`src/rtl/radix_number_formatter_defines.svh`:
```
// ----------------------------------------------------------------------------
// radix_number_formatter_defines.svh
// Assertion macros used by the radix number formatter RTL.
// ----------------------------------------------------------------------------
`ifndef RADIX_NUMBER_FORMATTER_DEFINES_SVH
`define RADIX_NUMBER_FORMATTER_DEFINES_SVH

`ifndef SYNTHESIS
// Property checked on every clock edge outside reset.
`define RNF_ASSERT(name, prop, msg) \
  name: assert property (@(posedge clk_i) disable iff (!rst_ni) (prop)) else $error(msg);
// Antecedent in this cycle implies consequent in the next cycle.
`define RNF_ASSERT_NEXT(name, ante, cons, msg) \
  name: assert property (@(posedge clk_i) disable iff (!rst_ni) (ante) |=> (cons)) \
    else $error(msg);
`else
`define RNF_ASSERT(name, prop, msg)
`define RNF_ASSERT_NEXT(name, ante, cons, msg)
`endif

`endif

```
`src/rtl/rnf_pkg.sv`:
```
// ----------------------------------------------------------------------------
// rnf_pkg
// Shared constants and types of the radix number formatter.
// ----------------------------------------------------------------------------
package rnf_pkg;

  localparam int unsigned VALUE_WIDTH_DEFAULT = 64;
  localparam int unsigned MAX_RADIX_DEFAULT   = 16;

  localparam int unsigned IN_TDATA_W  = 64;  // value field
  localparam int unsigned OUT_TDATA_W = 16;  // out_char, char_count, pad
  localparam int unsigned CHAR_W      = 8;
  localparam int unsigned COUNT_W     = 7;
  localparam int unsigned RADIX_W     = 5;
  localparam int unsigned DIGIT_W     = 4;
  localparam int unsigned CFG_IDX_W   = 2;
  localparam int unsigned CFG_DATA_W  = 64;

  localparam logic [CHAR_W-1:0]  MINUS_CHAR = 8'h2D;
  localparam logic [RADIX_W-1:0] BASE_RESET = 5'd10;
  localparam logic [RADIX_W-1:0] MIN_RADIX  = 5'd2;

  // Configuration register indexes
  localparam logic [CFG_IDX_W-1:0] REG_BASE_LENGTH = 2'd0;
  localparam logic [CFG_IDX_W-1:0] REG_CHARS_LOW   = 2'd1;
  localparam logic [CFG_IDX_W-1:0] REG_CHARS_HIGH  = 2'd2;

  // Divider status toward the sequencer
  typedef struct packed {
    logic done;     // one-cycle pulse, digit and quotient valid
    logic nonzero;  // quotient of the finished step is not zero
  } div_status_t;

endpackage

```
`src/rtl/rnf_divider.sv`:
```
// ----------------------------------------------------------------------------
// rnf_divider
// Bit-serial restoring divider: one quotient bit per cycle, small remainder.
// ----------------------------------------------------------------------------
module rnf_divider import rnf_pkg::*; #(
  parameter int unsigned VALUE_WIDTH = VALUE_WIDTH_DEFAULT
) (
  input  logic                   clk_i,
  input  logic                   rst_ni,
  input  logic                   start_i,
  input  logic [VALUE_WIDTH-1:0] operand_i,
  input  logic [RADIX_W-1:0]     radix_i,
  output logic [VALUE_WIDTH-1:0] quotient_o,
  output logic [DIGIT_W-1:0]     digit_o,
  output div_status_t            status_o
);

  localparam int unsigned CntW = $clog2(VALUE_WIDTH);

  logic [VALUE_WIDTH-1:0] quot_q, quot_d;
  logic [DIGIT_W-1:0]     rem_q, rem_d;
  logic [CntW-1:0]        cnt_q, cnt_d;
  logic                   busy_q, busy_d;
  logic                   done_q, done_d;
  logic                   nz_q, nz_d;

  logic [RADIX_W-1:0] trial;
  logic [RADIX_W-1:0] diff;
  logic               fits;

  // partial remainder with the next dividend bit shifted in
  assign trial = {rem_q, quot_q[VALUE_WIDTH-1]};
  assign diff  = trial - radix_i;
  assign fits  = (trial >= radix_i);

  always_comb begin
    quot_d = quot_q;
    rem_d  = rem_q;
    cnt_d  = cnt_q;
    busy_d = busy_q;
    nz_d   = nz_q;
    done_d = 1'b0;
    if (start_i) begin
      quot_d = operand_i;
      rem_d  = '0;
      cnt_d  = CntW'(VALUE_WIDTH - 1);
      busy_d = 1'b1;
      nz_d   = 1'b0;
    end else if (busy_q) begin
      quot_d = {quot_q[VALUE_WIDTH-2:0], fits};
      rem_d  = fits ? diff[DIGIT_W-1:0] : trial[DIGIT_W-1:0];
      nz_d   = nz_q | fits;
      cnt_d  = cnt_q - 1'b1;
      if (cnt_q == '0) begin
        busy_d = 1'b0;
        done_d = 1'b1;
      end
    end
  end

  always_ff @(posedge clk_i or negedge rst_ni) begin
    if (!rst_ni) begin
      busy_q <= 1'b0;
      done_q <= 1'b0;
      cnt_q  <= '0;
    end else begin
      busy_q <= busy_d;
      done_q <= done_d;
      cnt_q  <= cnt_d;
    end
  end

  always_ff @(posedge clk_i) begin
    quot_q <= quot_d;
    rem_q  <= rem_d;
    nz_q   <= nz_d;
  end

  assign quotient_o       = quot_q;
  assign digit_o          = rem_q;
  assign status_o.done    = done_q;
  assign status_o.nonzero = nz_q;

endmodule

```
`src/rtl/rnf_digit_ram.sv`:
```
// ----------------------------------------------------------------------------
// rnf_digit_ram
// Digit store: one write port, one registered read port.
// ----------------------------------------------------------------------------
module rnf_digit_ram import rnf_pkg::*; #(
  parameter int unsigned DEPTH = VALUE_WIDTH_DEFAULT
) (
  input  logic                     clk_i,
  input  logic                     we_i,
  input  logic [$clog2(DEPTH)-1:0] waddr_i,
  input  logic [DIGIT_W-1:0]       wdata_i,
  input  logic                     re_i,
  input  logic [$clog2(DEPTH)-1:0] raddr_i,
  output logic [DIGIT_W-1:0]       rdata_o
);

  logic [DIGIT_W-1:0] mem [DEPTH];
  logic [DIGIT_W-1:0] rdata_q;

  always_ff @(posedge clk_i) begin
    if (we_i) begin
      mem[waddr_i] <= wdata_i;
    end
    if (re_i) begin
      rdata_q <= mem[raddr_i];
    end
  end

  assign rdata_o = rdata_q;

endmodule

```
`src/rtl/radix_number_formatter.sv`:
```
// ----------------------------------------------------------------------------
// radix_number_formatter
// Converts one integer per request into text in a programmable radix.
//
// Each input request carries a VALUE_WIDTH-bit value (low bits of tdata) and a
// signed flag (tuser). The block streams its text one character per output
// request, most significant digit first; a negative signed value is preceded
// by '-'. Digit symbols come from the 16-byte alphabet in digit_chars_low/high,
// the radix from base_length (clamped to 2..MAX_RADIX). The final character
// has tlast set and carries the total character count; the most negative
// signed value yields a single request with tuser (bad_value) set, char 0,
// count 0. Digits are produced least significant first by a bit-serial
// divider into a registered digit store, and each character is then read
// back from the store (S_FETCH, then S_SHOW) into the output register; a
// receiver that holds off a character stalls the sequencer.
// One number is converted at a time; a new request is taken as soon as the
// last character of the previous one sits in the output register.
// The user must write configuration through the cfg channel only while the
// block is idle; the block itself does not enforce this.
// ----------------------------------------------------------------------------
`include "radix_number_formatter_defines.svh"

module radix_number_formatter import rnf_pkg::*; #(
  parameter int unsigned VALUE_WIDTH = VALUE_WIDTH_DEFAULT,
  parameter int unsigned MAX_RADIX   = MAX_RADIX_DEFAULT
) (
  input  logic                   clk_i,
  input  logic                   rst_ni,
  // configuration write channel
  input  logic                   cfg_valid_i,
  output logic                   cfg_ready_o,
  input  logic [CFG_IDX_W-1:0]   cfg_index_i,
  input  logic [CFG_DATA_W-1:0]  cfg_data_i,
  // input stream
  input  logic                   s_axis_tvalid_i,
  output logic                   s_axis_tready_o,
  input  logic [IN_TDATA_W-1:0]  s_axis_tdata_i,   // [63:0] value
  input  logic                   s_axis_tuser_i,   // [0] signed_mode
  // output stream
  output logic                   m_axis_tvalid_o,
  input  logic                   m_axis_tready_i,
  output logic [OUT_TDATA_W-1:0] m_axis_tdata_o,   // [7:0] out_char, [14:8] char_count
  output logic                   m_axis_tlast_o,   // last_char
  output logic                   m_axis_tuser_o    // [0] bad_value
);

  localparam int unsigned AddrW = $clog2(VALUE_WIDTH);
  localparam int unsigned CntW  = $clog2(VALUE_WIDTH + 1);

  typedef enum logic [2:0] {
    S_IDLE,
    S_BAD,
    S_DIVIDE,
    S_SIGN,
    S_FETCH,
    S_SHOW
  } state_e;

  // --------------------------------------------------------------------------
  // Configuration registers
  // --------------------------------------------------------------------------
  logic [RADIX_W-1:0]    base_q;
  logic [CFG_DATA_W-1:0] chars_lo_q;
  logic [CFG_DATA_W-1:0] chars_hi_q;
  logic                  cfg_hs;

  assign cfg_ready_o = 1'b1;
  assign cfg_hs      = cfg_valid_i & cfg_ready_o;

  always_ff @(posedge clk_i or negedge rst_ni) begin
    if (!rst_ni) begin
      base_q     <= BASE_RESET;
      chars_lo_q <= '0;
      chars_hi_q <= '0;
    end else if (cfg_hs) begin
      unique case (cfg_index_i)
        REG_BASE_LENGTH: base_q     <= cfg_data_i[RADIX_W-1:0];
        REG_CHARS_LOW:   chars_lo_q <= cfg_data_i;
        REG_CHARS_HIGH:  chars_hi_q <= cfg_data_i;
        default: ;  // unknown index, write dropped
      endcase
    end
  end

  // radix clamped to the supported range
  logic [RADIX_W-1:0] radix;
  always_comb begin
    if (base_q < MIN_RADIX) begin
      radix = MIN_RADIX;
    end else if (base_q > RADIX_W'(MAX_RADIX)) begin
      radix = RADIX_W'(MAX_RADIX);
    end else begin
      radix = base_q;
    end
  end

  // digit value to alphabet byte
  function automatic logic [CHAR_W-1:0] symbol_of(input logic [DIGIT_W-1:0] d,
                                                  input logic [CFG_DATA_W-1:0] lo,
                                                  input logic [CFG_DATA_W-1:0] hi);
    logic [CHAR_W-1:0] sym;
    if (!d[DIGIT_W-1]) begin
      sym = lo[CHAR_W*d[DIGIT_W-2:0] +: CHAR_W];
    end else begin
      sym = hi[CHAR_W*d[DIGIT_W-2:0] +: CHAR_W];
    end
    return sym;
  endfunction

  // --------------------------------------------------------------------------
  // Input decode
  // --------------------------------------------------------------------------
  logic [VALUE_WIDTH-1:0] in_value;
  logic [VALUE_WIDTH-1:0] in_mag;
  logic                   in_neg;
  logic                   in_bad;
  logic                   s_hs;

  assign s_hs     = s_axis_tvalid_i & s_axis_tready_o;
  assign in_value = s_axis_tdata_i[VALUE_WIDTH-1:0];
  assign in_neg   = s_axis_tuser_i & in_value[VALUE_WIDTH-1];
  // most negative value: sign bit alone
  assign in_bad   = in_neg & (in_value[VALUE_WIDTH-2:0] == '0);
  assign in_mag   = in_neg ? (~in_value + 1'b1) : in_value;

  // --------------------------------------------------------------------------
  // Divider and digit store
  // --------------------------------------------------------------------------
  logic                   div_start;
  logic [VALUE_WIDTH-1:0] div_operand;
  logic [VALUE_WIDTH-1:0] div_quot;
  logic [DIGIT_W-1:0]     div_digit;
  div_status_t            div_st;

  rnf_divider #(
    .VALUE_WIDTH(VALUE_WIDTH)
  ) u_divider (
    .clk_i     (clk_i),
    .rst_ni    (rst_ni),
    .start_i   (div_start),
    .operand_i (div_operand),
    .radix_i   (radix),
    .quotient_o(div_quot),
    .digit_o   (div_digit),
    .status_o  (div_st)
  );

  state_e           state_q, state_d;
  logic [CntW-1:0]  cnt_q, cnt_d;    // digits stored so far
  logic [AddrW-1:0] idx_q, idx_d;    // digit being read out
  logic             neg_q, neg_d;

  logic               ram_we;
  logic               ram_re;
  logic [DIGIT_W-1:0] ram_rdata;

  assign ram_we = (state_q == S_DIVIDE) & div_st.done;
  assign ram_re = (state_q == S_FETCH);

  rnf_digit_ram #(
    .DEPTH(VALUE_WIDTH)
  ) u_digit_ram (
    .clk_i  (clk_i),
    .we_i   (ram_we),
    .waddr_i(cnt_q[AddrW-1:0]),
    .wdata_i(div_digit),
    .re_i   (ram_re),
    .raddr_i(idx_q),
    .rdata_o(ram_rdata)
  );

  // --------------------------------------------------------------------------
  // Sequencer and output register
  // --------------------------------------------------------------------------
  logic                out_valid_q, out_valid_d;
  logic [CHAR_W-1:0]   out_char_q, out_char_d;
  logic [COUNT_W-1:0]  out_count_q, out_count_d;
  logic                out_last_q, out_last_d;
  logic                out_bad_q, out_bad_d;
  logic                slot_free;
  logic [COUNT_W-1:0]  total;

  assign slot_free = ~out_valid_q | m_axis_tready_i;
  assign total     = COUNT_W'(cnt_q) + COUNT_W'(neg_q);

  assign s_axis_tready_o = (state_q == S_IDLE);

  always_comb begin
    state_d     = state_q;
    cnt_d       = cnt_q;
    idx_d       = idx_q;
    neg_d       = neg_q;
    div_start   = 1'b0;
    div_operand = in_mag;
    out_valid_d = out_valid_q & ~m_axis_tready_i;
    out_char_d  = out_char_q;
    out_count_d = out_count_q;
    out_last_d  = out_last_q;
    out_bad_d   = out_bad_q;

    unique case (state_q)
      S_IDLE: begin
        if (s_hs) begin
          neg_d = in_neg;
          cnt_d = '0;
          if (in_bad) begin
            state_d = S_BAD;
          end else begin
            div_start = 1'b1;
            state_d   = S_DIVIDE;
          end
        end
      end
      S_BAD: begin
        if (slot_free) begin
          out_valid_d = 1'b1;
          out_char_d  = '0;
          out_count_d = '0;
          out_last_d  = 1'b1;
          out_bad_d   = 1'b1;
          state_d     = S_IDLE;
        end
      end
      S_DIVIDE: begin
        if (div_st.done) begin
          cnt_d = cnt_q + 1'b1;
          idx_d = cnt_q[AddrW-1:0];
          if (div_st.nonzero) begin
            // keep dividing the quotient
            div_start   = 1'b1;
            div_operand = div_quot;
          end else if (neg_q) begin
            state_d = S_SIGN;
          end else begin
            state_d = S_FETCH;
          end
        end
      end
      S_SIGN: begin
        if (slot_free) begin
          out_valid_d = 1'b1;
          out_char_d  = MINUS_CHAR;
          out_last_d  = (total == COUNT_W'(1));
          out_count_d = (total == COUNT_W'(1)) ? total : '0;
          out_bad_d   = 1'b0;
          state_d     = S_FETCH;
        end
      end
      S_FETCH: begin
        state_d = S_SHOW;  // read data lands next cycle
      end
      S_SHOW: begin
        if (slot_free) begin
          out_valid_d = 1'b1;
          out_char_d  = symbol_of(ram_rdata, chars_lo_q, chars_hi_q);
          out_last_d  = (idx_q == '0);
          out_count_d = (idx_q == '0) ? total : '0;
          out_bad_d   = 1'b0;
          if (idx_q == '0) begin
            state_d = S_IDLE;
          end else begin
            idx_d   = idx_q - 1'b1;
            state_d = S_FETCH;
          end
        end
      end
      default: state_d = S_IDLE;
    endcase
  end

  always_ff @(posedge clk_i or negedge rst_ni) begin
    if (!rst_ni) begin
      state_q     <= S_IDLE;
      cnt_q       <= '0;
      idx_q       <= '0;
      neg_q       <= 1'b0;
      out_valid_q <= 1'b0;
      out_char_q  <= '0;
      out_count_q <= '0;
      out_last_q  <= 1'b0;
      out_bad_q   <= 1'b0;
    end else begin
      state_q     <= state_d;
      cnt_q       <= cnt_d;
      idx_q       <= idx_d;
      neg_q       <= neg_d;
      out_valid_q <= out_valid_d;
      out_char_q  <= out_char_d;
      out_count_q <= out_count_d;
      out_last_q  <= out_last_d;
      out_bad_q   <= out_bad_d;
    end
  end

  assign m_axis_tvalid_o = out_valid_q;
  assign m_axis_tdata_o  = {1'b0, out_count_q, out_char_q};
  assign m_axis_tlast_o  = out_last_q;
  assign m_axis_tuser_o  = out_bad_q;

  // --------------------------------------------------------------------------
  // Assertions
  // --------------------------------------------------------------------------
  `RNF_ASSERT_NEXT(a_accept_busy, s_hs, !s_axis_tready_o, "accepted request did not start work")
  `RNF_ASSERT(a_bad_is_single, !out_valid_q || !out_bad_q || (out_last_q && out_count_q == '0), "bad value result malformed")
  `RNF_ASSERT(a_last_has_count, !out_valid_q || !out_last_q || out_bad_q || out_count_q != '0, "last char without count")
  `RNF_ASSERT(a_div_done_state, !div_st.done || state_q == S_DIVIDE, "divider finished outside divide state")

endmodule
```
`config.mk`:
```
export PLATFORM = sky130hd
export DESIGN_NAME = radix_number_formatter
export DESIGN_NICKNAME = d
export VERILOG_FILES = /design/src/rtl/rnf_pkg.sv /design/src/rtl/rnf_divider.sv /design/src/rtl/rnf_digit_ram.sv /design/src/rtl/radix_number_formatter.sv
export VERILOG_INCLUDE_DIRS = /design/src /design/src/rtl
export SDC_FILE = /design/constraint.sdc
export NUM_CORES = 1
export LEC_CHECK = 0
export ABC_AREA = 1
export BUFFER_PORTS_ARGS = -buffer_cell sky130_fd_sc_hd__buf_2
export CAP_MARGIN = 20
export CELL_PAD_IN_SITES_DETAIL_PLACEMENT = 0
export CELL_PAD_IN_SITES_GLOBAL_PLACEMENT = 2
export CORE_MARGIN = 5
export CORE_UTILIZATION = 30
export CTS_CLUSTER_DIAMETER = 60
export DETAILED_ROUTE_END_ITERATION = 12
export GPL_TIMING_DRIVEN = 1
export PLACE_DENSITY_LB_ADDON = 0.15
export SYNTH_ARGS = -nofsm -noshare
export SYNTH_HDL_FRONTEND = slang
export SYNTH_SLANG_ARGS = --single-unit
```
`constraint.sdc`:
```
create_clock -name clk_i -period 4.32 [get_ports clk_i]
set_input_delay 0.648 -clock clk_i [delete_from_list [all_inputs] [get_ports clk_i]]
set_output_delay 0.648 -clock clk_i [all_outputs]
set_load 0.005 [all_outputs]
```
==> summary.md <==
| Metric | Value |
|---|---|
| R2R cell count | 10 |
| NetSw | about 4500 uW |
| Gr usage total | ~17% |
| First-pass GRT wire length | 116000 microns |
| Post-CTS sizing | 0 |
| Post-synthesis async set-or-reset flop share | between 30% and 40% |
| DR WL/cell | 19.4 microns |
| Root Driver | clkbuf_16 |
| Ys Warns | 0 |
| Pins Over Slew Limit | 0 |
| Sequential cell fraction of total power | between 40% and 50% |
| Clock Skews | ~40 ps |
| N_diodes | 0 |
| Status | finished, final reports clean |
| DR vias/cell | 4.82 |
| Switching share of power | around 30% |
| CP Capture Type | flip-flop |
| CTS tree | done |
| Area of the core | 0.0802 sq mm |
| Cells after synthesis | 2688 |
| Pleak | about 0.012 uW |
| Critical path origin | idx_q[0] |
| Final Worst Setup Slack | 1360 ps |
| Area Overhead vs Synth | 16.6% |
| Hold buffers post-CTS | 0 |
| Final setup TNS | 0 ps |
| CP required | 4660 ps |
| Final wirelength | 75900 microns |
| Fin crit share | between 60% and 70% |
| Actual slew at the worst max-slew pin | ~940 ps |
| Peak VDD IR | approximately 0.41 mV |
| Initial Utilization | between 30% and 40% |
| Finished Cell Area | approximately 0.028 sq mm |
| Iteration-0 DRC Markers | about 1100 |
| Pwr Total | around 15000 uW |
| FF+latch count, synth | between 500 and 600 |
| Slew headroom | between 30 and 40% |
| Seq/Total Area, Yosys | 59.0% |
| Row count | approximately 100 |
| Synth Area per Inst | ~9.0 sq um |
| Largest net degree at the start of global routing | 106 |
| RePlAce Congestion | around 0.82 |
| Placed Area | approximately 0.026 sq mm |
| Top cell type's share of synthesized area | around two fifths |
| Hold WC Path Type | in2async |
| Pint | roughly 10000 uW |
| Main synth FF type | edfxtp_1 |
| Share of layout cells above drive strength 1 | a little under an eighth |
| Power per cell area | ~530 mW/mm^2 |
| CP Class | reg2reg |
| Largest area contributor in the netlist | edfxtp_1 |
| Die area | ~0.086 sq mm |
| Reg-to-Reg Start | idx_q[0] |
| Syn nets | 2837 |
| Vias in the first global route | 19200 |
| IO buf count | ~150 |
| Post-synth EDFFs | 324 |
| Die Span X | about 300 microns |
| # DRC | 0 |
| Global route overflow | 0 |
| Post-CTS Setup Bufs | 0 |
| Post-route ant nets | 0 |
| Clk slew on worst S/H paths | ~60 ps |
| DR vias | roughly 19000 |
| Hold Vio Cnt, Final | 0 |
| Setup violators final | 0 |
| Nets@finish | between 2000 and 3000 |
| CP Launch Type | flip-flop |
| Max-Cap Viols | 0 |
| H-tree depth | 2 |
| TritonCTS Buffers | between 60 and 70 |
| Dpl ws | between 1000 and 1500 ps |
| DIE HEIGHT | 294 microns |
| TritonCTS Sinks | 505 |
| Combinational share of power | roughly 20% |
| Min Tclk post-route | 2960 ps |
| Drt pass-1 iters | 5 |
| Post-DP HPWL | approximately 50000 microns |
| Distinct cells, synth | 45 |
| Clk pwr share | between 30% and 40% |
| Min Hold Slack | roughly 71 ps |
| Initial antenna violation count | 0 |
| Top post-synthesis cells by area | edfxtp_1 40%, dfrtp_1 18%, nand2_1 9.6% |
| Number of fill cells | 8482 |
| Critical Path Fanout Max | 67 |
| Synthesized area | about 0.024 sq mm |
| Fmax | between 300 and 400 MHz |
| Clock latency on the worst-skew pair | 630 ps |
| Unrepaired setup endpoints after global routing | no |
| CTS Buffer Depth | 3 |
| Critical path arrival | 3300 ps |
| I/O pin total | between 150 and 200 |
metal layers:
layer,share of wire (%),wire (microns),global-route usage (%),vias to the layer above
li1,-,-,-,9287
met1,48,36200,24.4,9119
met2,47,35400,28.0,367
met3,3.7,2790,2.49,108
met4,2.1,1600,4.06,0
met5,0,0,0,-
flip-flops by register name (all words and copies together) (netlist names), 3 cells and up:
signal	count
chars_hi_q	64
out_count_q	7
u_divider.digit_o	4
u_digit_ram.rdata_o	4
state_q	3
u_divider.cnt_q	6
out_char_q	8
chars_lo_q	64
cnt_q	7
idx_q	6
u_digit_ram.mem	256
u_divider.quotient_o	64
base_q	5
cell usage in the layout (no fill, tap or decap), types with 6 or more instances in the layout:
cell | synthesis | routed
nand2_2 | 8 | 8
a21oi_1 | 32 | 31
nor2_1 | 447 | 447
o211ai_1 | 61 | 61
nand4_1 | 24 | 24
xnor2_1 | 16 | 16
nor3_1 | 10 | 10
nand3b_1 | 7 | 7
clkinv_1 | 5 | 6
buf_2 | 16 | 153
clkinv_2 | 0 | 17
nand2_1 | 618 | 618
inv_1 | 175 | 173
clkbuf_1 | 89 | 8
clkbuf_8 | 0 | 14
o22ai_1 | 9 | 9
nand3_1 | 161 | 159
buf_4 | 3 | 29
ha_1 | 12 | 12
o21ai_1 | 27 | 27
bufinv_16 | 0 | 7
clkbuf_16 | 0 | 62
dfrtp_1 | 174 | 173
o21ai_0 | 367 | 367
o21ai_2 | 11 | 11
edfxtp_1 | 324 | 324
o221ai_1 | 8 | 8
xor2_1 | 23 | 23
worst max-delay path: stages (launching register included):
cell	delay [ps]
dfrtp_4	410
clkinv_2	650
buf_12	490
o21ai_0	250
o21ai_0	160
nand2_1	90
nand3_1	60
nand2_1	120
nand2_1	90
nand3_1	180
nand2_1	150
path summary, 6_finish.rpt:
path                                                to  slack, ps
worst min register to register           chars_lo_q[2]        480
min in group clk_i                      chars_hi_q[13]        290
max in group asynchronous                    base_q[1]       3150
worst max register to register  u_digit_ram.rdata_o[2]       1360
worst max-delay path            u_digit_ram.rdata_o[2]       1360
worst min-delay path                    chars_lo_q[41]         70
through the flow:
step | util (%) | instances
detailed placement | 32.4 | 3800
global placement | 32.4 | 3800
finish | 35.1 | 3917
CTS | 35.1 | 3916
global route | 35.1 | 3917
floorplan | - | 2688
kinds of logic after synthesis:
| group | after synthesis | synth area share (%) |
|---|---|---|
| flip-flops | 505 | 59.0 |
| AO/OA/AOI/OAI | 521 | 11.8 |
| buffers and inverters | 319 | 5.44 |
| AND/OR/NAND/NOR | 1289 | 21.6 |
| other | 2 | 0.0311 |
| XOR/XNOR | 39 | 1.42 |
| adder cells (fa/ha/maj) | 13 | 0.705 |
layout make-up:
class                           count  area [sq um]  share of cell area, %
Clock buffer                       83          1760                   6.26
Clock inverter                     33           403                   1.43
Inverter                          185           697                   2.48
Multi-Input combinational cell   1864          8620                   30.6
Sequential cell                   505         14200                   50.6
Tap cell                         1060          1330                   4.71
Timing Repair Buffer              187          1080                   3.86
power groups by stage:
stage | clock [uW] | combinational (uW) | sequential [uW]
final | 5400 | 3000 | 6560
after global placement | 0 | 3040 | 6660
after detailed placement | 0 | 3070 | 6640
after CTS | 5570 | 3080 | 6560
after floorplan | 0 | 1820 | 6700
after global routing | 5760 | 3420 | 6630
synth_stat cells, drive strengths merged (9+ instances only):
master and instances:
xor2 23, edfxtp 324, nand2 626, inv 180
a21oi 32, nand3 162, o211ai 61, nor3 11
buf 45, xnor2 16, nand4 24, ha 12
o21ai 405, o22ai 9, clkbuf 89, dfrtp 174
nor2 451
(Power assumes the default switching activity.)
